[src/design/bdq_pkg.sv]
`timescale 1ns / 1ps

package bdq_pkg;

   localparam int OP_W     = 3;
   localparam int VALUE_W  = 32;
   localparam int STATUS_W = 2;

   typedef logic [OP_W-1:0]     op_type;
   typedef logic [VALUE_W-1:0]  value_type;
   typedef logic [STATUS_W-1:0] status_type;

   localparam op_type OP_ADD_FRONT    = 3'd0;
   localparam op_type OP_ADD_BACK     = 3'd1;
   localparam op_type OP_REMOVE_FRONT = 3'd2;
   localparam op_type OP_REMOVE_BACK  = 3'd3;
   localparam op_type OP_MEMBER       = 3'd4;

   localparam status_type STS_OK    = 2'd0;
   localparam status_type STS_EMPTY = 2'd1;
   localparam status_type STS_FULL  = 2'd2;

endpackage

[src/design/bdq_if.sv]
`timescale 1ns / 1ps

interface bdq_req_if;
   logic                  valid;
   logic                  ready;
   bdq_pkg::op_type       operation;
   logic signed [31:0]    item_value;

   modport source (output valid, output operation, output item_value, input ready);
   modport sink   (input valid, input operation, input item_value, output ready);
endinterface

interface bdq_rsp_if;
   logic                  valid;
   logic                  ready;
   bdq_pkg::status_type   status;
   logic                  found;

   modport source (output valid, output status, output found, input ready);
   modport sink   (input valid, input status, input found, output ready);
endinterface

[src/design/bdq_ram.sv]
`timescale 1ns / 1ps

module bdq_ram #(
   parameter int WIDTH = 32,
   parameter int DEPTH = 16
) (
   input  logic                     clock,
   input  logic                     wr_en,
   input  logic [$clog2(DEPTH)-1:0] wr_addr,
   input  logic [WIDTH-1:0]         wr_data,
   input  logic                     rd_en,
   input  logic [$clog2(DEPTH)-1:0] rd_addr,
   output logic [WIDTH-1:0]         rd_data
);

   logic [WIDTH-1:0] mem [DEPTH];

   always_ff @(posedge clock) begin
      if (wr_en) begin
         mem[wr_addr] <= wr_data;
      end
      if (rd_en) begin
         rd_data <= mem[rd_addr];
      end
   end

endmodule

[src/design/bounded_deque_with_search_top.sv]
`timescale 1ns / 1ps
// Channel    Dir  Payload                       Accepted when
// req_chan   in   operation[2:0], item_value    valid && ready
// rsp_chan   out  status[1:0], found            valid && ready
//
// Inserts and removals: result registered at the accepting edge.
// Membership test: entries read one per cycle from the single-port-read
// entry RAM (stops early on a match); an empty queue answers not found.
// One request in flight; a new request is taken while the result register
// is empty or being drained. Synchronous reset empties the queue at once.

module bounded_deque_with_search_top #(
   parameter int CAPACITY = 16
) (
   input  logic      clock,
   input  logic      reset,
   bdq_req_if.sink   req_chan,
   bdq_rsp_if.source rsp_chan
);

   localparam int ADDR_W = $clog2(CAPACITY);
   localparam int CNT_W  = $clog2(CAPACITY + 1);
   localparam logic [CNT_W-1:0]  CAP_CNT  = CNT_W'(CAPACITY);
   localparam logic [ADDR_W-1:0] LAST_IDX = ADDR_W'(CAPACITY - 1);
   localparam logic [ADDR_W:0]   CAP_SUM  = (ADDR_W + 1)'(CAPACITY);

   localparam logic STATE_IDLE   = 1'b0;
   localparam logic STATE_SEARCH = 1'b1;

   logic                  state_ff, state_in;
   logic [ADDR_W-1:0]     front_ff, front_in;
   logic [CNT_W-1:0]      count_ff, count_in;
   logic [CNT_W-1:0]      idx_ff, idx_in;
   logic                  pend_ff, pend_in;
   bdq_pkg::value_type    key_ff, key_in;
   logic                  rsp_valid_ff, rsp_valid_in;
   bdq_pkg::status_type   rsp_status_ff, rsp_status_in;
   logic                  rsp_found_ff, rsp_found_in;

   logic                  accept;
   logic                  wr_en;
   logic [ADDR_W-1:0]     wr_addr;
   logic                  rd_en;
   logic [ADDR_W-1:0]     rd_addr;
   bdq_pkg::value_type    rd_data;
   logic                  is_full;
   logic                  is_empty;

   function automatic logic [ADDR_W-1:0] slot(input logic [ADDR_W-1:0] base,
                                              input logic [ADDR_W-1:0] off);
      logic [ADDR_W:0] sum;
      sum = {1'b0, base} + {1'b0, off};
      if (sum >= CAP_SUM) begin
         sum = sum - CAP_SUM;
      end
      return sum[ADDR_W-1:0];
   endfunction

   assign req_chan.ready  = (state_ff == STATE_IDLE) && (!rsp_valid_ff || rsp_chan.ready);
   assign accept          = req_chan.valid && req_chan.ready;
   assign rsp_chan.valid  = rsp_valid_ff;
   assign rsp_chan.status = rsp_status_ff;
   assign rsp_chan.found  = rsp_found_ff;

   assign is_full  = (count_ff == CAP_CNT);
   assign is_empty = (count_ff == '0);

   always_comb begin
      state_in      = state_ff;
      front_in      = front_ff;
      count_in      = count_ff;
      idx_in        = idx_ff;
      pend_in       = 1'b0;
      key_in        = key_ff;
      rsp_valid_in  = rsp_valid_ff && !rsp_chan.ready;
      rsp_status_in = rsp_status_ff;
      rsp_found_in  = rsp_found_ff;
      wr_en         = 1'b0;
      wr_addr       = front_ff;
      rd_en         = 1'b0;
      rd_addr       = slot(front_ff, idx_ff[ADDR_W-1:0]);

      unique case (state_ff)
         STATE_IDLE: begin
            if (accept) begin
               rsp_valid_in  = 1'b1;
               rsp_status_in = bdq_pkg::STS_OK;
               rsp_found_in  = 1'b0;
               unique case (req_chan.operation)
                  bdq_pkg::OP_ADD_FRONT: begin
                     if (is_full) begin
                        rsp_status_in = bdq_pkg::STS_FULL;
                     end else begin
                        front_in = (front_ff == '0) ? LAST_IDX : front_ff - 1'b1;
                        wr_en    = 1'b1;
                        wr_addr  = front_in;
                        count_in = count_ff + 1'b1;
                     end
                  end
                  bdq_pkg::OP_ADD_BACK: begin
                     if (is_full) begin
                        rsp_status_in = bdq_pkg::STS_FULL;
                     end else begin
                        wr_en    = 1'b1;
                        wr_addr  = slot(front_ff, count_ff[ADDR_W-1:0]);
                        count_in = count_ff + 1'b1;
                     end
                  end
                  bdq_pkg::OP_REMOVE_FRONT: begin
                     if (is_empty) begin
                        rsp_status_in = bdq_pkg::STS_EMPTY;
                     end else begin
                        front_in = (front_ff == LAST_IDX) ? '0 : front_ff + 1'b1;
                        count_in = count_ff - 1'b1;
                     end
                  end
                  bdq_pkg::OP_REMOVE_BACK: begin
                     if (is_empty) begin
                        rsp_status_in = bdq_pkg::STS_EMPTY;
                     end else begin
                        count_in = count_ff - 1'b1;
                     end
                  end
                  bdq_pkg::OP_MEMBER: begin
                     if (!is_empty) begin
                        rsp_valid_in = 1'b0;
                        state_in     = STATE_SEARCH;
                        idx_in       = '0;
                        key_in       = req_chan.item_value;
                     end
                  end
                  default: begin
                  end
               endcase
            end
         end
         STATE_SEARCH: begin
            if (pend_ff && (rd_data == key_ff)) begin
               state_in      = STATE_IDLE;
               rsp_valid_in  = 1'b1;
               rsp_status_in = bdq_pkg::STS_OK;
               rsp_found_in  = 1'b1;
            end else if (idx_ff == count_ff) begin
               state_in      = STATE_IDLE;
               rsp_valid_in  = 1'b1;
               rsp_status_in = bdq_pkg::STS_OK;
               rsp_found_in  = 1'b0;
            end else begin
               rd_en   = 1'b1;
               pend_in = 1'b1;
               idx_in  = idx_ff + 1'b1;
            end
         end
         default: begin
            state_in = STATE_IDLE;
         end
      endcase
   end

   always_ff @(posedge clock) begin
      if (reset) begin
         state_ff     <= STATE_IDLE;
         front_ff     <= '0;
         count_ff     <= '0;
         pend_ff      <= 1'b0;
         rsp_valid_ff <= 1'b0;
      end else begin
         state_ff     <= state_in;
         front_ff     <= front_in;
         count_ff     <= count_in;
         pend_ff      <= pend_in;
         rsp_valid_ff <= rsp_valid_in;
      end
   end

   always_ff @(posedge clock) begin
      idx_ff        <= idx_in;
      key_ff        <= key_in;
      rsp_status_ff <= rsp_status_in;
      rsp_found_ff  <= rsp_found_in;
   end

   bdq_ram #(
      .WIDTH (bdq_pkg::VALUE_W),
      .DEPTH (CAPACITY)
   ) u_entry_ram (
      .clock   (clock),
      .wr_en   (wr_en),
      .wr_addr (wr_addr),
      .wr_data (req_chan.item_value),
      .rd_en   (rd_en),
      .rd_addr (rd_addr),
      .rd_data (rd_data)
   );

   a_count_bound: assert property (@(posedge clock) disable iff (reset)
      count_ff <= CAP_CNT)
      else $error("entry count above capacity");

   a_search_out_empty: assert property (@(posedge clock) disable iff (reset)
      state_ff == STATE_SEARCH |-> !rsp_valid_ff)
      else $error("result register busy during search");

   a_search_idx: assert property (@(posedge clock) disable iff (reset)
      state_ff == STATE_SEARCH |-> idx_ff <= count_ff && count_ff != '0)
      else $error("search index out of range");

   a_member_enters_search: assert property (@(posedge clock) disable iff (reset)
      accept && req_chan.operation == bdq_pkg::OP_MEMBER && !is_empty
      |=> state_ff == STATE_SEARCH && $stable(count_ff))
      else $error("membership test did not start a search");

   a_found_ok: assert property (@(posedge clock) disable iff (reset)
      rsp_valid_ff && rsp_found_ff |-> rsp_status_ff == bdq_pkg::STS_OK)
      else $error("match reported with error status");

endmodule
[src/flat_wrapper.sv]
// flat-port wrapper written by rule: the top's interface ports become plain ports
module bounded_deque_with_search_top_flat 
#(
   parameter int CAPACITY = 16
)
  (clock, reset, req_chan_valid, req_chan_operation, req_chan_item_value, req_chan_ready, rsp_chan_valid, rsp_chan_status, rsp_chan_found, rsp_chan_ready);
  bdq_req_if req_chan_i ();
  bdq_rsp_if rsp_chan_i ();
  input  logic clock;
  input  logic reset;
  input wire logic [$bits(req_chan_i.valid)-1:0] req_chan_valid;
  input wire logic [$bits(req_chan_i.operation)-1:0] req_chan_operation;
  input wire logic [$bits(req_chan_i.item_value)-1:0] req_chan_item_value;
  output wire logic [$bits(req_chan_i.ready)-1:0] req_chan_ready;
  output wire logic [$bits(rsp_chan_i.valid)-1:0] rsp_chan_valid;
  output wire logic [$bits(rsp_chan_i.status)-1:0] rsp_chan_status;
  output wire logic [$bits(rsp_chan_i.found)-1:0] rsp_chan_found;
  input wire logic [$bits(rsp_chan_i.ready)-1:0] rsp_chan_ready;
  assign req_chan_i.valid = req_chan_valid;
  assign req_chan_i.operation = req_chan_operation;
  assign req_chan_i.item_value = req_chan_item_value;
  assign req_chan_ready = req_chan_i.ready;
  assign rsp_chan_valid = rsp_chan_i.valid;
  assign rsp_chan_status = rsp_chan_i.status;
  assign rsp_chan_found = rsp_chan_i.found;
  assign rsp_chan_i.ready = rsp_chan_ready;
  bounded_deque_with_search_top #(.CAPACITY(CAPACITY)) u_core (.clock(clock), .reset(reset), .req_chan(req_chan_i), .rsp_chan(rsp_chan_i));
endmodule
[config.mk]
export PLATFORM = sky130hd
export DESIGN_NAME = bounded_deque_with_search_top_flat
export DESIGN_NICKNAME = d
export VERILOG_FILES = /design/src/design/bdq_pkg.sv /design/src/design/bdq_if.sv /design/src/design/bdq_ram.sv /design/src/design/bounded_deque_with_search_top.sv /design/src/flat_wrapper.sv
export SDC_FILE = /design/constraint.sdc
export NUM_CORES = 1
export LEC_CHECK = 0
export CAP_MARGIN = 20
export CORE_ASPECT_RATIO = 0.75
export CORE_MARGIN = 1
export CORE_UTILIZATION = 40
export CTS_CLUSTER_SIZE = 10
export DETAILED_ROUTE_END_ITERATION = 12
export DONT_BUFFER_PORTS = 1
export MAX_ROUTING_LAYER = met4
export PLACE_DENSITY = 0.6
export RECOVER_POWER = 50
export SYNTH_ARGS = -nofsm -noshare
export SYNTH_HDL_FRONTEND = slang
export SYNTH_SLANG_ARGS = --single-unit
[constraint.sdc]
create_clock -name clock -period 16.5 [get_ports clock]
set_input_delay 0 -clock clock [delete_from_list [all_inputs] [get_ports clock]]
set_output_delay 0 -clock clock [all_outputs]
set_load 0.005 [all_outputs]
==> results of run 1 <==
## worst min-delay path: stages
cell and delay, ns:
nand2b_1 0.15, nand2_1 0.17, a2bb2oi_1 0.14
## registers in the layout, indices dropped and copies added (netlist names)
signal / flops
u_core.u_entry_ram.mem: 512
u_core.key_ff: 32
u_core.u_entry_ram.rd_data: 32
u_core.count_ff: 5
u_core.idx_ff: 5
u_core.front_ff: 4
u_core.rsp_chan.status: 2
u_core.pend_ff: 1
u_core.rsp_chan.found: 1
u_core.rsp_chan.valid: 1
u_core.state_ff: 1
## synthesized netlist by cell type (all sizes together), types with 10 or more instances
cell	n
nand2	72
dfxtp	12
buf	25
clkbuf	30
xor2	41
ha	12
edfxtp	584
a211oi	36
and2	34
nor4	33
nor2	23
a31oi	37
mux4	128
xnor2	10
a21oi	11
## kinds of logic after synthesis
kind of cell,count (synthesis),share of synthesized area (%)
xor gates and xnor gates,51,1.90
buffers and inverters,63,1.14
DFF,596,75.7
and+or+nand+nor,201,4.59
muxes,132,12.5
adders and majority gates,15,0.896
AOI/OAI and AO/OA,108,3.28
## layer usage
layer	track usage, %	part of all wire, %	wire (um)	vias to the layer above
met4	4.74	1.8	930	0
met2	26.6	44	23200	423
met1	28.0	47	24700	6100
met3	3.81	7.0	3670	87
li1	-	-	-	4998
met5	-	0	0	-
## cell type report
type                       count  area (um^2)
fill                        4751        30700
sequential                   596        17800
multi-input combinational    507         5560
clock buffer                  81         1790
tap                          780          976
timing repair buffer          80          697
clock inverter                11          186
inverter                       8         30.0
antenna                        6         15.0
## what timing repair did
item                                    CTS  global route
buffers inserted                          0             0
hold buffers                             40             0
resized for setup                         0             0
endpoints found under the hold margin   571             0
endpoints found under the setup margin    0             0
## how the worst max path moves through the flow
stage                             from                        endpoint  slack, ns  depth (start not counted)
floorplan           u_core.count_ff[0]    u_core.u_entry_ram.mem[0][0]      11.10                          8
global placement      u_core.idx_ff[0]  u_core.u_entry_ram.rd_data[25]      12.37                          7
detailed placement    u_core.idx_ff[0]  u_core.u_entry_ram.rd_data[25]      12.38                          7
CTS                   u_core.idx_ff[0]  u_core.u_entry_ram.rd_data[30]      12.37                          7
global route        u_core.count_ff[1]                u_core.idx_ff[1]      11.61                          6
finish              u_core.count_ff[1]                u_core.idx_ff[2]      11.83                          6
## through the flow
stage,std cells,utilization (%),hold slack [ns],worst slack [ns]
floorplan,1166,-,0.0793,11.10
global placement,1930,42.7,0.0720,12.37
detailed placement,1930,42.7,0.0724,12.38
CTS,2062,46.9,0.0147,12.37
global route,2069,46.8,0.0366,11.61
finish,2069,46.8,0.0413,11.83
## power by group
part | leakage, nW | switching (W) | internal, W
combinational | 2.16 | 0.000102 | 0.0000695
sequential | 5.36 | 0.00000581 | 0.00168
clock | 0.962 | 0.000585 | 0.000789
total | 8.48 | 0.000693 | 0.00253
==> results_dict.tcl, run 1 <==
set metrics [dict create \
    rr_endpoint "u_core.idx_ff[2]" \
    rows 76 \
    tightest_slew_ns 2.96 \
    cts.clk_slew.worst_paths_ns 0.06 \
    netlist_instances 1166 \
    die_w_um 282 \
    crit_required_ns 16.75 \
    ys_ff_latch 596 \
    clock_skew_ns 0.0269 \
    async_flop_share_pct 0 \
    final_common_cell "edfxtp_1" \
    path_cells "or4_1 -> o211ai_1 -> nor2_4 -> clkbuf_1 -> nor4_1 -> nor2_1" \
    rsz0062_at_grt "false" \
    slew_violations 35 \
    io_pins 44 \
    synthTopCellsByArea "edfxtp_1 75%, mux4_2 12%, xor2_1 1.5%" \
    cts_tree "built" \
    synth_top_area_cell "edfxtp_1" \
    grt_remaining_overflow 0 \
    vias_per_cell 5.61 \
    synth_top_area_share_pct 74.7 \
    yosys_warnings 0 \
    dpl.hpwl_mm 28.1 \
    ant_nets 0 \
    p_leak_nw 8.48 \
    maxCapViolCount 1 \
    end_kind "register" \
    mostFrequentLayoutCells "584 x edfxtp_1, 128 x mux4_2, 72 x nand2_1, 70 x clkbuf_16" \
    synth_cell_types 62 \
    synth_seq_area_share_pct 75.7 \
    hp-start "rsp_chan_ready" \
    drt_iter0_markers 1107 \
    worstHoldEndpoint "u_core.rsp_chan.status[1]" \
    fp.dieH_um 212 \
    placed_area_um2 24700 \
    crit_path_max_fanout 34 \
    path_delay_family "buffers and inverters" \
    reg2reg_slack_ns 11.83 \
    drc 0 \
    core_area_um2 57700 \
    vias 11600 \
    totalPowerFinal_w 0.00323 \
    numPortBuffers 0 \
    synth_flop_cell "edfxtp_1" \
    violations "max-capacitance violations, max-slew violations" \
    worst-path-buf-inv 1 \
    clock_latency_ns 0.62 \
    design_area_um2 27000 \
    grt_max_degree 65 \
    power_density_nw_per_um2 119 \
    cts.path.max_buffers 3 \
    antenna_found_initial 6 \
    setup_viol_count_final 0 \
    tritoncts.num_buffers 70 \
    tns_ns 0 \
    drt_first_pass_iters 5 \
    synth_area_um2 23500 \
    slowest_stage "clkbuf_1" \
    grt_pass1_vias 11700 \
    slowest_delay_ns 2.08 \
    drt_wl_total_mm 52.5 \
    area_delta_synth_final_pct 15.2 \
    synth_edf_count 584 \
    critPathKind "register to register" \
    reg2reg_depth 6 \
    cts_sinks 596 \
    finalWorstPathRequiredPeriod_ns 4.67 \
    root_buffer "clkbuf_16" \
    h-tree-depth 3 \
    fmax_mhz 214 \
    grt_usage_pct 18.9 \
    grt_pass1_wl_mm 78.1 \
    slew_headroom_pct -97.1 \
    hold_depth 3 \
    gp_congestion 0.813 \
    worstSetupStartpointType "register" \
    status "finished, violations left" \
    hold_violations 0 \
    fin_crit_sh_pct 28.3 \
    fin_nets 1317 \
    initial_utilization_pct 40.7 \
    syn-num-nets 1220 \
    die_area_um2 59700 \
    wl_per_cell_um 25.4 \
    drive_gt1_share_pct 21.7 \
    r2r_start "u_core.count_ff[1]" \
    cp.arrival_ns 4.92 \
    hold_class "input port to register" \
    syn_avg_cell_area_um2 20.1 \
    peakVddDrop_mv 0.0902 \
]
Power figures use the tool's default switching activity.
==> run 2, diff against run 1 <==
--- a/config.mk
+++ b/config.mk
@@ -13,7 +13,7 @@
 export DETAILED_ROUTE_END_ITERATION = 12
 export DONT_BUFFER_PORTS = 1
 export MAX_ROUTING_LAYER = met4
-export PLACE_DENSITY = 0.6
+export PLACE_DENSITY = 0.62
 export RECOVER_POWER = 50
 export SYNTH_ARGS = -nofsm -noshare
 export SYNTH_HDL_FRONTEND = slang
==> constraint.sdc (replaced) <==
create_clock -name clock -period 3.85 [get_ports clock]
set_input_delay 0 -clock clock [delete_from_list [all_inputs] [get_ports clock]]
set_output_delay 0 -clock clock [all_outputs]
set_load 0.005 [all_outputs]
==> results_dict.tcl, run 2 (synthesized netlist as in run 1, its figures left out) <==
set metrics [dict create \
    peakVddDrop_mv 0.399 \
    power_frac_clock_pct 41.9 \
    grt_pass1_vias 12100 \
    fin_nets 1330 \
    fin_crit_sh_pct 87.4 \
    cts_sinks 596 \
    fp.dieH_um 212 \
    antenna_found_initial 1 \
    drc 0 \
    slowest_stage "clkbuf_2" \
    multi_input_area_um2 5710 \
    fill_cells 4733 \
    crit_required_ns 4.10 \
    finalWorstPathRequiredPeriod_ns 3.36 \
    ant_nets 0 \
    met2_usage_pct 27.3 \
    top_regs "u_core.u_entry_ram.mem x512, u_core.key_ff x32, u_core.u_entry_ram.rd_data x32" \
    totalPowerFinal_w 0.0138 \
    finalWorstSetupSlack_ns 0.485 \
    final_common_cell "edfxtp_1" \
    cts_hold_repair.buffers 44 \
    rows 76 \
    grt_pass1_wl_mm 79.6 \
    cts.clk_slew.worst_paths_ns 0.06 \
    hold_violations 0 \
    slowest_delay_ns 0.99 \
    io_pins 44 \
    cts_resized 0 \
    path_delay_family "simple AND/OR/NAND/NOR gates" \
    power_density_nw_per_um2 503 \
    root_buffer "clkbuf_16" \
    h-tree-depth 3 \
    seq_power_share_pct 52.3 \
    numPortBuffers 0 \
    internal_power_w 0.0109 \
    gp_congestion 0.839 \
    drt_first_pass_iters 5 \
    crit_path_max_fanout 33 \
    status "complete, no violations" \
    worstSetupStartpointType "register" \
    dpl.hpwl_mm 29.1 \
    hold_class "input port to register" \
    tightest_slew_ns 1.22 \
    mostFrequentLayoutCells "584 x edfxtp_1, 128 x mux4_2, 72 x nand2_1, 70 x clkbuf_16, 44 x dlygate4sd3_1" \
    vias 11800 \
    critPathMostFrequentCell "nor2_1" \
    path_cells "or4_1 -> o211ai_1 -> nor2_1 -> clkbuf_2 -> nor2_1 -> nor2_1" \
    maxCapViolCount 0 \
    use_met3_pct 3.50 \
    clock_skew_ns 0.0248 \
    seqCellArea_um2 17800 \
    end_kind "register" \
    largest_reg_flops 512 \
    power_frac_comb_pct 5.8 \
    p_leak_nw 8.60 \
    die_w_um 282 \
    critPathKind "register to register" \
    dp_slack_ns 0.622 \
    slew_headroom_pct 18.4 \
    drive_gt1_share_pct 22.1 \
    cp.arrival_ns 3.61 \
    grt.busiest_layer "met1" \
    grt.met1_usage_pct 27.6 \
    drt_iter0_markers 1036 \
    regMostFlops "u_core.u_entry_ram.mem" \
    grt_usage_pct 18.9 \
    setup_viol_count_final 0 \
    cts_tree "built" \
    initial_utilization_pct 40.7 \
    fmax_mhz 297 \
    worst-path-buf-inv 1 \
    area_delta_synth_final_pct 16.7 \
    die_area_um2 59700 \
    cts_setup_buffers 0 \
    rsz0062_at_grt "false" \
    wl_per_cell_um 25.4 \
    cts.path.max_buffers 3 \
    p_sw_w 0.00291 \
    switching_share_pct 21.1 \
    vias_per_cell 5.68 \
    tritoncts.num_buffers 69 \
    core_area_um2 57700 \
    post-route-util_pct 47.5 \
    drt_wl_total_mm 52.8 \
    grt_max_degree 65 \
    slew_violations 0 \
    clock_latency_ns 0.60 \
    grt_remaining_overflow 0 \
]
==> run 2: cell count changes in the layout (fill, tap and decap cells not counted), sizes merged <==
| cell | before | now |
|---|---|---|
| dlygate4sd3 | 40 | 44 |
| clkinv | 7 | 1 |
| buf | 38 | 47 |
| diode | 6 | 1 |
| inv | 11 | 13 |
| clkbuf | 83 | 86 |
==> run 2: per-stage QoR <==
step / std cells / area (um^2) / TNS [ns] / hold slack, ns
6_report: 2076 / 27400 / 0 / 0.0433
5_1_grt: 2076 / 27400 / 0 / 0.0188
4_1_cts: 2075 / 27400 / 0 / 0.0117
3_5_place_dp: 1941 / 25100 / 0 / 0.0741
3_3_place_gp: 1941 / 25100 / 0 / 0.0718
2_1_floorplan: 1166 / 23600 / -90.99 / 0.0793
==> run 2: worst paths after layout <==
kind,from,endpoint,slack [ns],cells past startpoint
hold reg to reg,u_core.count_ff[2],u_core.count_ff[2],0.63,2
hold / removal,req_chan_valid,u_core.rsp_chan.status[1],0.04,3
setup / recovery,u_core.count_ff[1],u_core.idx_ff[4],0.49,6
setup reg to reg,u_core.count_ff[1],u_core.idx_ff[4],0.49,6
==> run 2: tightest hold or removal path, delay by kind of cell <==
kind             cells  cell delay (ns)
AO/OA/AOI/OAI        1             0.16
AND/OR/NAND/NOR      2             0.29
==> run 2: area by class of cell <==
cell class              instances  share of cell area (%)
diodes                          1                 0.00913
clock buffers                  83                    6.57
clock inverters                 7                   0.452
inverters                       8                   0.110
multi-input cells             507                    20.8
flip-flops and latches        596                    64.9
well taps                     780                    3.56
repair buffers                 94                    3.58
==> run 2: per-layer routing <==
layer  vias up  wire [um]
li1       5015          -
met1      6317      25100
met2       375      23700
met3        81       3060
met4         0        999
met5         -          0
==> run 2: power by group through the flow <==
stage,sequential [W],combinational [W],clock (W)
2_1_floorplan,0.00733,0.000490,0
3_3_place_gp,0.00734,0.000689,0
3_5_place_dp,0.00734,0.000692,0
4_1_cts,0.00721,0.000808,0.00590
5_1_grt,0.00721,0.000860,0.00614
6_report,0.00721,0.000793,0.00578
